<file path="src/tsr_pkg.sv">
// ----------------------------------------------------------------------------
// tsr_pkg: shared types and constants of the touch slide reversal detector
// Holds the field widths, reset values, register indexes and the reverse code.
// ----------------------------------------------------------------------------
`default_nettype none

package tsr_pkg;

	localparam int MAX_TOUCH_IDS_DEF = 16;
	localparam int WINDOW_DEPTH_DEF  = 6;
	localparam int COORD_WIDTH_DEF   = 20;

	localparam int TS_WIDTH   = 63;
	localparam int ID_WIDTH   = 4;
	localparam int GAP_WIDTH  = 32;
	localparam int CFG_IDX_W  = 1;
	localparam int CFG_DATA_W = GAP_WIDTH;

	localparam logic [CFG_IDX_W-1:0] REG_ENABLE    = CFG_IDX_W'(0);
	localparam logic [CFG_IDX_W-1:0] REG_CLEAR_GAP = CFG_IDX_W'(1);

	localparam logic                 ENABLE_RESET    = 1'b1;
	localparam logic [GAP_WIDTH-1:0] CLEAR_GAP_RESET = GAP_WIDTH'(30 * 1000 * 1000);

	typedef enum logic [1:0] {
		CODE_NONE      = 2'd0,
		CODE_INITIAL   = 2'd1,
		CODE_DOWN_LEFT = 2'd2,
		CODE_UP_RIGHT  = 2'd3
	} rev_code_t;

endpackage

`default_nettype wire

</file>
<file path="src/tsr_ifs.sv">
// ----------------------------------------------------------------------------
// tsr_ifs: channel interfaces of the touch slide reversal detector
// Touch event channel and result channel, each with valid/ready handshake.
// ----------------------------------------------------------------------------
`default_nettype none

interface tsr_evt_if #(
	parameter int COORD_WIDTH = tsr_pkg::COORD_WIDTH_DEF
);
	logic                            valid;
	logic                            ready;
	logic                            first_in_batch;
	logic [tsr_pkg::TS_WIDTH-1:0]    timestamp_ns;
	logic [tsr_pkg::ID_WIDTH-1:0]    touch_id;
	logic                            is_finger;
	logic                            is_move;
	logic signed [COORD_WIDTH-1:0]   x_pos;
	logic signed [COORD_WIDTH-1:0]   y_pos;
	logic [1:0]                      x_reverse_in;
	logic [1:0]                      y_reverse_in;

	modport source (
		output valid, first_in_batch, timestamp_ns, touch_id, is_finger, is_move,
		output x_pos, y_pos, x_reverse_in, y_reverse_in,
		input  ready
	);
	modport sink (
		input  valid, first_in_batch, timestamp_ns, touch_id, is_finger, is_move,
		input  x_pos, y_pos, x_reverse_in, y_reverse_in,
		output ready
	);
endinterface

interface tsr_res_if;
	logic       valid;
	logic       ready;
	logic [1:0] x_reverse_out;
	logic [1:0] y_reverse_out;
	logic       not_processed;

	modport source (
		output valid, x_reverse_out, y_reverse_out, not_processed,
		input  ready
	);
	modport sink (
		input  valid, x_reverse_out, y_reverse_out, not_processed,
		output ready
	);
endinterface

`default_nettype wire

</file>
<file path="src/touch_slide_reversal_detector.sv">
// ----------------------------------------------------------------------------
// touch_slide_reversal_detector: per-id slide reversal detection on touch events
// A taken event transaction is registered in stage 1; its result is offered from the output register.
// Throughput: one event per cycle while res.ready does not stall; the window RAM read/write loop is forwarded.
// The window RAM read is launched with the transaction; the update follows.
// Reset clears fill counts, batch time and abort flag; enable = 1, gap = 30 ms.
// Window RAM contents have no reset; entries at or above the fill are unused.
// ----------------------------------------------------------------------------
`default_nettype none

module touch_slide_reversal_detector #(
	parameter int MAX_TOUCH_IDS = tsr_pkg::MAX_TOUCH_IDS_DEF,
	parameter int WINDOW_DEPTH  = tsr_pkg::WINDOW_DEPTH_DEF,
	parameter int COORD_WIDTH   = tsr_pkg::COORD_WIDTH_DEF
) (
	input  wire logic                             clk,
	input  wire logic                             arst_n,
	input  wire logic                             wr_en,
	input  wire logic [tsr_pkg::CFG_IDX_W-1:0]    wr_idx,
	input  wire logic [tsr_pkg::CFG_DATA_W-1:0]   wr_data,
	tsr_evt_if.sink                               evt,
	tsr_res_if.source                             res
);
	import tsr_pkg::*;

	localparam int IDX_W   = (MAX_TOUCH_IDS > 1) ? $clog2(MAX_TOUCH_IDS) : 1;
	localparam int FILL_W  = $clog2(WINDOW_DEPTH + 1);
	localparam int ROW_W   = WINDOW_DEPTH * COORD_WIDTH;
	localparam int ID_SPAN = 2 ** ID_WIDTH;

	logic [IDX_W-1:0] id_map [ID_SPAN];

	for (genvar g = 0; g < ID_SPAN; g++) begin : g_id_map
		assign id_map[g] = IDX_W'(g % MAX_TOUCH_IDS);
	end

	logic                 enable_q;
	logic [GAP_WIDTH-1:0] gap_q;

	always_ff @(posedge clk or negedge arst_n) begin
		if (!arst_n) begin
			enable_q <= ENABLE_RESET;
			gap_q    <= CLEAR_GAP_RESET;
		end else if (wr_en) begin
			unique case (wr_idx)
				REG_ENABLE:    enable_q <= wr_data[0];
				REG_CLEAR_GAP: gap_q    <= wr_data[GAP_WIDTH-1:0];
				default: ;
			endcase
		end
	end

	logic                          valid_s1;
	logic                          first_s1;
	logic [TS_WIDTH-1:0]           ts_s1;
	logic [IDX_W-1:0]              idx_s1;
	logic                          finger_s1;
	logic                          move_s1;
	logic signed [COORD_WIDTH-1:0] x_s1;
	logic signed [COORD_WIDTH-1:0] y_s1;
	rev_code_t                     xc_s1;
	rev_code_t                     yc_s1;

	logic res_valid_q;
	logic advance;
	logic accept;
	logic fire;

	assign advance   = !res_valid_q || res.ready;
	assign evt.ready = !valid_s1 || advance;
	assign accept    = evt.valid && evt.ready;
	assign fire      = valid_s1 && advance;

	always_ff @(posedge clk or negedge arst_n) begin
		if (!arst_n) begin
			valid_s1 <= 1'b0;
		end else if (evt.ready) begin
			valid_s1 <= evt.valid;
		end
	end

	always_ff @(posedge clk) begin
		if (accept) begin
			first_s1  <= evt.first_in_batch;
			ts_s1     <= evt.timestamp_ns;
			idx_s1    <= id_map[evt.touch_id];
			finger_s1 <= evt.is_finger;
			move_s1   <= evt.is_move;
			x_s1      <= evt.x_pos;
			y_s1      <= evt.y_pos;
			xc_s1     <= rev_code_t'(evt.x_reverse_in);
			yc_s1     <= rev_code_t'(evt.y_reverse_in);
		end
	end

	logic [2*ROW_W-1:0] ram_rdata;
	logic [2*ROW_W-1:0] row_s1;
	logic [2*ROW_W-1:0] row_n;
	logic               row_we;
	logic               fwd_valid_q;
	logic [IDX_W-1:0]   fwd_idx_q;
	logic [2*ROW_W-1:0] fwd_row_q;

	tsr_ram #(
		.WIDTH (2 * ROW_W),
		.DEPTH (MAX_TOUCH_IDS)
	) u_window_ram (
		.clk   (clk),
		.we    (row_we),
		.waddr (idx_s1),
		.wdata (row_n),
		.re    (accept),
		.raddr (id_map[evt.touch_id]),
		.rdata (ram_rdata)
	);

	assign row_s1 = (fwd_valid_q && (fwd_idx_q == idx_s1)) ? fwd_row_q : ram_rdata;

	always_ff @(posedge clk or negedge arst_n) begin
		if (!arst_n) begin
			fwd_valid_q <= 1'b0;
		end else if (row_we) begin
			fwd_valid_q <= 1'b1;
		end
	end

	always_ff @(posedge clk) begin
		if (row_we) begin
			fwd_idx_q <= idx_s1;
			fwd_row_q <= row_n;
		end
	end

	logic [FILL_W-1:0]   x_fill_q [MAX_TOUCH_IDS];
	logic [FILL_W-1:0]   y_fill_q [MAX_TOUCH_IDS];
	logic [TS_WIDTH-1:0] last_q;
	logic                aborted_q;

	logic [FILL_W-1:0] x_fill_n;
	logic [FILL_W-1:0] y_fill_n;
	rev_code_t         x_code_n;
	rev_code_t         y_code_n;

	tsr_axis #(
		.DEPTH       (WINDOW_DEPTH),
		.COORD_WIDTH (COORD_WIDTH)
	) u_axis_x (
		.row    (row_s1[ROW_W-1:0]),
		.fill   (x_fill_q[idx_s1]),
		.sample (x_s1),
		.code   (xc_s1),
		.row_n  (row_n[ROW_W-1:0]),
		.fill_n (x_fill_n),
		.code_n (x_code_n)
	);

	tsr_axis #(
		.DEPTH       (WINDOW_DEPTH),
		.COORD_WIDTH (COORD_WIDTH)
	) u_axis_y (
		.row    (row_s1[2*ROW_W-1:ROW_W]),
		.fill   (y_fill_q[idx_s1]),
		.sample (y_s1),
		.code   (yc_s1),
		.row_n  (row_n[2*ROW_W-1:ROW_W]),
		.fill_n (y_fill_n),
		.code_n (y_code_n)
	);

	logic signed [TS_WIDTH:0] batch_gap;
	logic                     timeout;
	logic                     skip;
	logic                     clear_all;
	logic                     clear_id;
	logic                     upd;
	logic                     aborted_n;
	logic [TS_WIDTH-1:0]      last_n;

	always_comb begin
		batch_gap = $signed({1'b0, ts_s1}) - $signed({1'b0, last_q});
		timeout   = (batch_gap >= $signed({{(TS_WIDTH + 1 - GAP_WIDTH){1'b0}}, gap_q}))
			&& (last_q != '0);
		skip      = 1'b0;
		clear_all = 1'b0;
		clear_id  = 1'b0;
		upd       = 1'b0;
		aborted_n = aborted_q;
		last_n    = last_q;
		if (!enable_q) begin
			skip = 1'b1;
		end else begin
			if (first_s1) begin
				aborted_n = 1'b0;
				if (timeout) begin
					clear_all = 1'b1;
					aborted_n = 1'b1;
					last_n    = '0;
				end else begin
					last_n = ts_s1;
				end
			end
			priority if (aborted_n) begin
				skip = 1'b1;
			end else if (!finger_s1) begin
				clear_all = 1'b1;
				aborted_n = 1'b1;
				last_n    = '0;
				skip      = 1'b1;
			end else if (!move_s1) begin
				clear_id = 1'b1;
			end else begin
				upd = 1'b1;
			end
		end
	end

	assign row_we = fire && upd;

	always_ff @(posedge clk or negedge arst_n) begin
		if (!arst_n) begin
			last_q    <= '0;
			aborted_q <= 1'b0;
			for (int i = 0; i < MAX_TOUCH_IDS; i++) begin
				x_fill_q[i] <= '0;
				y_fill_q[i] <= '0;
			end
		end else if (fire) begin
			last_q    <= last_n;
			aborted_q <= aborted_n;
			for (int i = 0; i < MAX_TOUCH_IDS; i++) begin
				if (clear_all || (clear_id && (IDX_W'(i) == idx_s1))) begin
					x_fill_q[i] <= '0;
					y_fill_q[i] <= '0;
				end else if (upd && (IDX_W'(i) == idx_s1)) begin
					x_fill_q[i] <= x_fill_n;
					y_fill_q[i] <= y_fill_n;
				end
			end
		end
	end

	logic [1:0] x_out_q;
	logic [1:0] y_out_q;
	logic       skip_q;

	always_ff @(posedge clk or negedge arst_n) begin
		if (!arst_n) begin
			res_valid_q <= 1'b0;
		end else if (advance) begin
			res_valid_q <= valid_s1;
		end
	end

	always_ff @(posedge clk) begin
		if (fire) begin
			x_out_q <= upd ? x_code_n : xc_s1;
			y_out_q <= upd ? y_code_n : yc_s1;
			skip_q  <= skip;
		end
	end

	assign res.valid         = res_valid_q;
	assign res.x_reverse_out = x_out_q;
	assign res.y_reverse_out = y_out_q;
	assign res.not_processed = skip_q;

	logic fill_any;

	always_comb begin
		fill_any = 1'b0;
		for (int i = 0; i < MAX_TOUCH_IDS; i++) begin
			fill_any = fill_any || (x_fill_q[i] != '0) || (y_fill_q[i] != '0);
		end
	end

	a_disabled_skips: assert property (@(posedge clk) disable iff (!arst_n)
		(fire && !enable_q) |=> (res.valid && res.not_processed))
		else $error("disabled transaction not reported as skipped");

	a_clear_empties: assert property (@(posedge clk) disable iff (!arst_n)
		(fire && clear_all) |=> !fill_any)
		else $error("windows not empty after a full clear");

	a_timeout_aborts: assert property (@(posedge clk) disable iff (!arst_n)
		(fire && enable_q && first_s1 && timeout) |=> (aborted_q && (last_q == '0)))
		else $error("batch timeout did not abort the batch");

	a_skip_no_write: assert property (@(posedge clk) disable iff (!arst_n)
		(fire && skip) |-> !row_we)
		else $error("window written for a skipped transaction");

endmodule

`default_nettype wire

</file>
<file path="src/tsr_ram.sv">
// ----------------------------------------------------------------------------
// tsr_ram: generic simple dual-port RAM
// One write port and one read port with registered read data.
// ----------------------------------------------------------------------------
`default_nettype none

module tsr_ram #(
	parameter  int WIDTH  = 8,
	parameter  int DEPTH  = 16,
	localparam int ADDR_W = (DEPTH > 1) ? $clog2(DEPTH) : 1
) (
	input  wire logic              clk,
	input  wire logic              we,
	input  wire logic [ADDR_W-1:0] waddr,
	input  wire logic [WIDTH-1:0]  wdata,
	input  wire logic              re,
	input  wire logic [ADDR_W-1:0] raddr,
	output logic      [WIDTH-1:0]  rdata
);

	logic [WIDTH-1:0] mem_q [DEPTH];

	always_ff @(posedge clk) begin
		if (we) begin
			mem_q[waddr] <= wdata;
		end
		if (re) begin
			rdata <= mem_q[raddr];
		end
	end

endmodule

`default_nettype wire

</file>
<file path="src/tsr_axis.sv">
// ----------------------------------------------------------------------------
// tsr_axis: window update and reversal check for one axis
// Pushes a distinct sample into the window and, when full, derives the code.
// ----------------------------------------------------------------------------
`default_nettype none

module tsr_axis #(
	parameter  int DEPTH       = tsr_pkg::WINDOW_DEPTH_DEF,
	parameter  int COORD_WIDTH = tsr_pkg::COORD_WIDTH_DEF,
	localparam int FILL_W      = $clog2(DEPTH + 1),
	localparam int ROW_W       = DEPTH * COORD_WIDTH
) (
	input  wire logic        [ROW_W-1:0]       row,
	input  wire logic        [FILL_W-1:0]      fill,
	input  wire logic signed [COORD_WIDTH-1:0] sample,
	input  wire tsr_pkg::rev_code_t            code,
	output logic             [ROW_W-1:0]       row_n,
	output logic             [FILL_W-1:0]      fill_n,
	output tsr_pkg::rev_code_t                 code_n
);
	import tsr_pkg::*;

	localparam int POS_W = $clog2(DEPTH);

	logic signed [COORD_WIDTH-1:0] ent   [DEPTH];
	logic signed [COORD_WIDTH-1:0] shift [DEPTH];
	logic        [ROW_W-1:0]       ins_row;
	logic        [ROW_W-1:0]       shift_row;
	logic        [FILL_W-1:0]      last_pos;
	logic signed [COORD_WIDTH-1:0] newest;
	logic                          dup;
	logic                          full;
	logic                          newest_nonneg;
	logic                          all_oppose;
	rev_code_t                     dir;

	always_comb begin
		for (int i = 0; i < DEPTH; i++) begin
			ent[i] = row[i*COORD_WIDTH +: COORD_WIDTH];
		end
		for (int i = 0; i < DEPTH - 1; i++) begin
			shift[i] = ent[i+1];
		end
		shift[DEPTH-1] = sample;

		last_pos = fill - FILL_W'(1);
		newest   = ent[last_pos[POS_W-1:0]];
		dup      = (fill != '0) && (newest == sample);
		full     = (fill >= FILL_W'(DEPTH));

		for (int i = 0; i < DEPTH; i++) begin
			ins_row[i*COORD_WIDTH +: COORD_WIDTH]   = (FILL_W'(i) == fill) ? sample : ent[i];
			shift_row[i*COORD_WIDTH +: COORD_WIDTH] = shift[i];
		end

		newest_nonneg = (shift[DEPTH-2] >= shift[DEPTH-1]);
		all_oppose    = 1'b1;
		for (int i = 0; i < DEPTH - 2; i++) begin
			if ((shift[i] >= shift[i+1]) == newest_nonneg) begin
				all_oppose = 1'b0;
			end
		end
		dir = (shift[0] < shift[1]) ? CODE_DOWN_LEFT : CODE_UP_RIGHT;

		priority if (dup) begin
			row_n  = row;
			fill_n = fill;
			code_n = code;
		end else if (!full) begin
			row_n  = ins_row;
			fill_n = fill + FILL_W'(1);
			code_n = code;
		end else begin
			row_n  = shift_row;
			fill_n = fill;
			code_n = ((code != CODE_NONE) || all_oppose) ? dir : code;
		end
	end

endmodule

`default_nettype wire

</file>
<file path="src/flat_wrapper.sv">
// flat-port wrapper written by rule: the top's interface ports become plain ports
module touch_slide_reversal_detector_flat import tsr_pkg::*;
#(
	parameter int MAX_TOUCH_IDS = tsr_pkg::MAX_TOUCH_IDS_DEF,
	parameter int WINDOW_DEPTH  = tsr_pkg::WINDOW_DEPTH_DEF,
	parameter int COORD_WIDTH   = tsr_pkg::COORD_WIDTH_DEF
)
  (clk, arst_n, wr_en, wr_idx, wr_data, evt_valid, evt_first_in_batch, evt_timestamp_ns, evt_touch_id, evt_is_finger, evt_is_move, evt_x_pos, evt_y_pos, evt_x_reverse_in, evt_y_reverse_in, evt_ready, res_valid, res_x_reverse_out, res_y_reverse_out, res_not_processed, res_ready);
  tsr_evt_if #(.COORD_WIDTH(COORD_WIDTH)) evt_i ();
  tsr_res_if res_i ();
  input  wire logic clk;
  input  wire logic arst_n;
  input  wire logic wr_en;
  input  wire logic [tsr_pkg::CFG_IDX_W-1:0] wr_idx;
  input  wire logic [tsr_pkg::CFG_DATA_W-1:0] wr_data;
  input wire logic [$bits(evt_i.valid)-1:0] evt_valid;
  input wire logic [$bits(evt_i.first_in_batch)-1:0] evt_first_in_batch;
  input wire logic [$bits(evt_i.timestamp_ns)-1:0] evt_timestamp_ns;
  input wire logic [$bits(evt_i.touch_id)-1:0] evt_touch_id;
  input wire logic [$bits(evt_i.is_finger)-1:0] evt_is_finger;
  input wire logic [$bits(evt_i.is_move)-1:0] evt_is_move;
  input wire logic [$bits(evt_i.x_pos)-1:0] evt_x_pos;
  input wire logic [$bits(evt_i.y_pos)-1:0] evt_y_pos;
  input wire logic [$bits(evt_i.x_reverse_in)-1:0] evt_x_reverse_in;
  input wire logic [$bits(evt_i.y_reverse_in)-1:0] evt_y_reverse_in;
  output wire logic [$bits(evt_i.ready)-1:0] evt_ready;
  output wire logic [$bits(res_i.valid)-1:0] res_valid;
  output wire logic [$bits(res_i.x_reverse_out)-1:0] res_x_reverse_out;
  output wire logic [$bits(res_i.y_reverse_out)-1:0] res_y_reverse_out;
  output wire logic [$bits(res_i.not_processed)-1:0] res_not_processed;
  input wire logic [$bits(res_i.ready)-1:0] res_ready;
  assign evt_i.valid = evt_valid;
  assign evt_i.first_in_batch = evt_first_in_batch;
  assign evt_i.timestamp_ns = evt_timestamp_ns;
  assign evt_i.touch_id = evt_touch_id;
  assign evt_i.is_finger = evt_is_finger;
  assign evt_i.is_move = evt_is_move;
  assign evt_i.x_pos = evt_x_pos;
  assign evt_i.y_pos = evt_y_pos;
  assign evt_i.x_reverse_in = evt_x_reverse_in;
  assign evt_i.y_reverse_in = evt_y_reverse_in;
  assign evt_ready = evt_i.ready;
  assign res_valid = res_i.valid;
  assign res_x_reverse_out = res_i.x_reverse_out;
  assign res_y_reverse_out = res_i.y_reverse_out;
  assign res_not_processed = res_i.not_processed;
  assign res_i.ready = res_ready;
  touch_slide_reversal_detector #(.MAX_TOUCH_IDS(MAX_TOUCH_IDS), .WINDOW_DEPTH(WINDOW_DEPTH), .COORD_WIDTH(COORD_WIDTH)) u_core (.clk(clk), .arst_n(arst_n), .wr_en(wr_en), .wr_idx(wr_idx), .wr_data(wr_data), .evt(evt_i), .res(res_i));
endmodule
</file>
<file path="config.mk">
export PLATFORM = sky130hd
export DESIGN_NAME = touch_slide_reversal_detector_flat
export DESIGN_NICKNAME = d
export VERILOG_FILES = /design/src/tsr_pkg.sv /design/src/tsr_ifs.sv /design/src/touch_slide_reversal_detector.sv /design/src/tsr_ram.sv /design/src/tsr_axis.sv /design/src/flat_wrapper.sv
export SDC_FILE = /design/constraint.sdc
export NUM_CORES = 2
export LEC_CHECK = 0
export BUFFER_PORTS_ARGS = -buffer_cell sky130_fd_sc_hd__buf_2
export CORE_MARGIN = 5
export CORE_UTILIZATION = 63
export CTS_BUF_LIST = sky130_fd_sc_hd__clkbuf_2
export DETAILED_ROUTE_END_ITERATION = 12
export PLACE_DENSITY = 0.77
export RECOVER_POWER = 25
export SLEW_MARGIN = 10
export SYNTH_ARGS = -nofsm -noshare
export SYNTH_HDL_FRONTEND = slang
export SYNTH_SLANG_ARGS = --single-unit
</file>
<file path="constraint.sdc">
create_clock -name clk -period 22.3 [get_ports clk]
set_input_delay 2.23 -clock clk [delete_from_list [all_inputs] [get_ports clk]]
set_output_delay 2.23 -clock clk [all_outputs]
set_load 0.02 [all_outputs]
</file>
==> load_flow_metrics.sql <==
INSERT INTO impl_metrics (metric_group, metric, value, unit) VALUES
('floorplanning', 'core', '0.3053', 'mm^2'),
('sta', 'worst_hold_slack', '0.3162', 'ns'),
('sta', 'max_slew_margin', '-5.000', ''),
('global_routing', 'grt_overflow', '0', ''),
('global_routing', 'maximum_number_of_pins_on_one_net_before_global_route_repair', '146', ''),
('sta', 'timing.setup.tns', '0', 'ns'),
('critical_path', 'worst_ep_required_time', '24.05', 'ns'),
('cells_and_area', 'multi_input_comb_area', '0.05061', 'mm^2'),
('floorplanning', 'boundaryPins', '159', ''),
('cells_and_area', 'final_common_cell', 'edfxtp_1', ''),
('power', 'max-vdd-ir-drop', '0.06118', 'mV'),
('floorplanning', 'start_util', '0.6312', ''),
('synthesis', 'synth.net_count', '10607', ''),
('route', 'drt-total-wl', '527400', 'um'),
('sta', 'max_slew.worst_pin.slew', '9.000', 'ns'),
('sta', 'period_share', '0.6816', ''),
('synthesis', 'synthArstFlopShare', '0.04225', ''),
('power', 'power', '17.40', 'mW'),
('critical_path', 'worst_setup_path_start_kind', 'register', ''),
('clocking', 'hold_buffers', '72', ''),
('clocking', 'cts.htree.levels', '7', ''),
('synthesis', 'synthFlopType', 'edfxtp_1', ''),
('global_routing', 'first_global_vias', '112215', ''),
('sta', 'setup_clock_skew_after_layout', '0.2170', 'ns'),
('synthesis', 'synth_enable_flop_cells', '4443', ''),
('power', 'power.leakage', '71.68', 'nW'),
('clocking', 'cts_buffer_depth', '5', ''),
('synthesis', 'number_of_instances_in_the_synthesized_netlist', '10147', ''),
('synthesis', 'postSynthRegisterBits', '4639', ''),
('outcome', 'failed_checks', 'max-capacitance violations, max-slew violations', ''),
('cells_and_area', 'area.growth.synth_to_final', '8.806', '%'),
('route', 'initial_detailed_routing_violation_count', '16291', ''),
('clocking', 'clockRootBuffer', 'clkbuf_2', ''),
('run', 'cap_viol_max_count', '44', ''),
('min_path', 'holdCritPathClass', 'in2reg', ''),
('synthesis', 'post_synth_num_cell_types', '101', ''),
('clocking', 'worst_setup_hold_path_clk_slew', '0.11', 'ns'),
('critical_path', 'worstSetupEndpointType', 'register', ''),
('floorplanning', 'floorplan.die.width', '563.1', 'um'),
('critical_path', 'arrival', '16.95', 'ns'),
('route', 'drt.antenna.violating_nets', '0', ''),
('route', 'firstDrtPassIters', '7', ''),
('global_routing', 'antenna_found_initial', '29', ''),
('floorplanning', 'placement_rows', '203', ''),
('clocking', 'tritoncts_clock_tree', 'yes', ''),
('cells_and_area', 'fill_cells', '19940', ''),
('clocking', 'numClockSinks', '4639', ''),
('route', 'wl_per_cell', '32.49', 'um'),
('sta', 'final-hold-violation-count', '0', ''),
('outcome', 'status', 'complete, but fails checks', ''),
('global_routing', 'gr-usage-all-layers', '0.3354', ''),
('synthesis', 'yosys_warnings', '0', ''),
('synthesis', 'synth_seq_area_share', '0.7178', ''),
('power', 'power.density_cell_area', '82.98', 'mW/mm^2'),
('cells_and_area', 'layout.area.seq', '0.1383', 'mm^2'),
('cells_and_area', 'share_of_layout_cells_above_drive_strength_1', '0.2860', ''),
('place', 'gp_congestion', '0.9691', ''),
('synthesis', 'synth.avg_cell_area', '18.99', 'um^2'),
('route', 'vias', '110902', ''),
('sta', 'final_worst_setup_slack', '7.100', 'ns'),
('sta', 'finalSetupViolations', '0', ''),
('clocking', 'ctsResizeCount', '0', ''),
('global_routing', 'grt_pass1_wl', '763100', 'um'),
('cells_and_area', 'final_cell_mix', '4443 x edfxtp_1, 1651 x clkbuf_2, 1207 x mux4_2', ''),
('sta', 'final.min_clock_period', '15.20', 'ns'),
('route', 'route.detailed.drc', '0', ''),
('synthesis', 'netlist_area', '0.1927', 'mm^2'),
('cells_and_area', 'fin_nets', '11818', ''),
('critical_path', 'critical_path.max_fanout', '79', ''),
('place', 'detailedPlace.worstSlack', '12.30', 'ns'),
('route', 'viasPerCell', '6.831', ''),
('sta', 'finalMaxSlewViolations', '1891', ''),
('clocking', 'tritoncts.num_buffers', '1188', ''),
('clocking', 'insertion_delay', '2.23', 'ns'),
('place', 'portBuffers', '158', ''),
('floorplanning', 'die-area', '0.3171', 'mm^2'),
('sta', 'unrepaired_setup_endpoints_after_global_routing', 'no', ''),
('place', 'dpl.hpwl', '308700', 'um'),
('floorplanning', 'die-height', '563.1', 'um'),
('sta', 'maxClockFrequency', '0.06579', 'GHz'),
('critical_path', 'timing_worst_setup_path_type', 'reg2reg', ''),
('clocking', 'post-cts-setup-buffer-count', '0', '');
routing by layer:
metal  track usage  vias up  wire length, um
met5             0        -               28
met4        0.1202        6            15490
met3       0.08000     1065            63840
met2        0.4983     8141           245200
met1        0.4981    56695           202900
li1              -    44995                -
power by group:
group          switching [mW]  total (mW)  internal [mW]
clock                    3.29        5.46           2.17
combinational            1.31        1.99          0.674
sequential              0.110        9.96           9.84
total                    4.71        17.4           12.7
worst max-delay path: stages, from the launching register on:
cell and delay, ns:
edfxtp_1 0.34, clkbuf_1 1.38, xnor2_1 0.39, and3_1 0.76
nand2_1 2.79, buf_12 0.39, clkbuf_1 1.86, mux2i_1 0.60
mux4_2 0.67, o2111ai_1 0.19, or4_1 0.13, a31o_1 0.13
or4_1 0.12, nand2b_2 0.12, clkbuf_1 1.14, clkbuf_1 1.57
nand2_1 0.09, clkbuf_1 0.59, a22oi_1 0.37, clkbuf_1 0.77
synth_stat cells, drive strengths merged (7+ instances only):
| cell | instances | area share |
|---|---|---|
| nor2b | 58 | 0.0019 |
| a2111oi | 13 | 0.00060 |
| nor2 | 242 | 0.0047 |
| nand4 | 100 | 0.0032 |
| nand2b | 42 | 0.0014 |
| or2 | 10 | 0.00032 |
| a221oi | 32 | 0.0016 |
| a311oi | 24 | 0.0011 |
| clkbuf | 399 | 0.0078 |
| a32o | 7 | 0.00036 |
| and2 | 77 | 0.0025 |
| o21ai | 259 | 0.0067 |
| o31ai | 26 | 0.0011 |
| nand2 | 283 | 0.0056 |
| o211ai | 23 | 0.00090 |
| or3 | 11 | 0.00036 |
| nor4 | 45 | 0.0015 |
| a21o | 57 | 0.0022 |
| a32oi | 7 | 0.00032 |
| mux2 | 53 | 0.0031 |
| a22oi | 174 | 0.0068 |
| a22o | 112 | 0.0051 |
| xor2 | 27 | 0.0012 |
| or4 | 7 | 0.00029 |
| inv | 394 | 0.0077 |
| o2111ai | 11 | 0.00050 |
| buf | 189 | 0.0051 |
| o22ai | 246 | 0.0083 |
| a31oi | 39 | 0.0013 |
| edfxtp | 4443 | 0.69 |
| mux2i | 240 | 0.013 |
| dfrtp | 185 | 0.024 |
| nand3 | 147 | 0.0038 |
| o21a | 22 | 0.00086 |
| xnor2 | 56 | 0.0026 |
| o21bai | 7 | 0.00027 |
| mux4 | 1207 | 0.14 |
| ha | 307 | 0.020 |
| nor3 | 38 | 0.00099 |
| a211oi | 78 | 0.0030 |
| and3 | 34 | 0.0011 |
| dfstp | 11 | 0.0015 |
| a21oi | 312 | 0.0081 |
path summary, 6_finish.rpt:
check,slack [ns],depth (start not counted),start,end
min,0.32,1,evt_y_reverse_in[0],u_core.yc_s1[0]
min reg2reg,0.50,1,u_core.ts_s1[31],u_core.last_q[31]
max,7.10,19,u_core.idx_s1[0],u_core.fwd_row_q[30]
max reg2reg,7.10,19,u_core.idx_s1[0],u_core.fwd_row_q[30]
max in group asynchronous,15.21,3,arst_n,u_core.y_fill_q[41]
min in group asynchronous,2.36,2,arst_n,u_core.gap_q[10]
registers in the layout, indices dropped and copies added (netlist names), 4 cells and up:
| name | cells |
|---|---|
| u_core.fwd_row_q | 240 |
| u_core.last_q | 63 |
| u_core.fwd_idx_q | 4 |
| u_core.ts_s1 | 63 |
| u_core.y_fill_q | 48 |
| u_core.gap_q | 32 |
| u_core.y_s1 | 20 |
| u_core.idx_s1 | 4 |
| u_core.u_window_ram.rdata | 240 |
| u_core.x_s1 | 20 |
| u_core.x_fill_q | 48 |
| u_core.u_window_ram.mem_q | 3840 |
layout make-up:
class                           count  share of cell area
Antenna cell                       26           0.0003103
Clock buffer                     1651             0.03941
Clock inverter                    291            0.007674
Inverter                          399            0.007477
Multi-Input combinational cell   4521              0.2414
Sequential cell                  4639              0.6597
Tap cell                         4100             0.02447
Timing Repair Buffer              609             0.01954
logic make-up (layout without fill, tap and decap cells):
| group | count (synthesis) | count (layout) | synth area share |
|---|---|---|---|
| adders and majority gates | 308 | 308 | 0.02004 |
| other | 0 | 26 | 0 |
| buffers and inverters | 987 | 2950 | 0.02067 |
| xor gates and xnor gates | 83 | 83 | 0.003850 |
| DFF | 4639 | 4639 | 0.7178 |
| muxes | 1500 | 1500 | 0.1567 |
| and+or+nand+nor | 1116 | 1116 | 0.02871 |
| AOI/OAI and AO/OA | 1514 | 1514 | 0.05225 |
stage by stage:
step           area (um^2)  instances  utilization
3_3_place_gp        199300      14150       0.6527
3_5_place_dp        199300      14153       0.6528
4_1_cts             209900      16167       0.6875
6_report            209700      16236       0.6868
5_1_grt             209700      16226       0.6867
2_1_floorplan       192700      10147            -
Note: power is estimated with default switching activity, not from simulation.
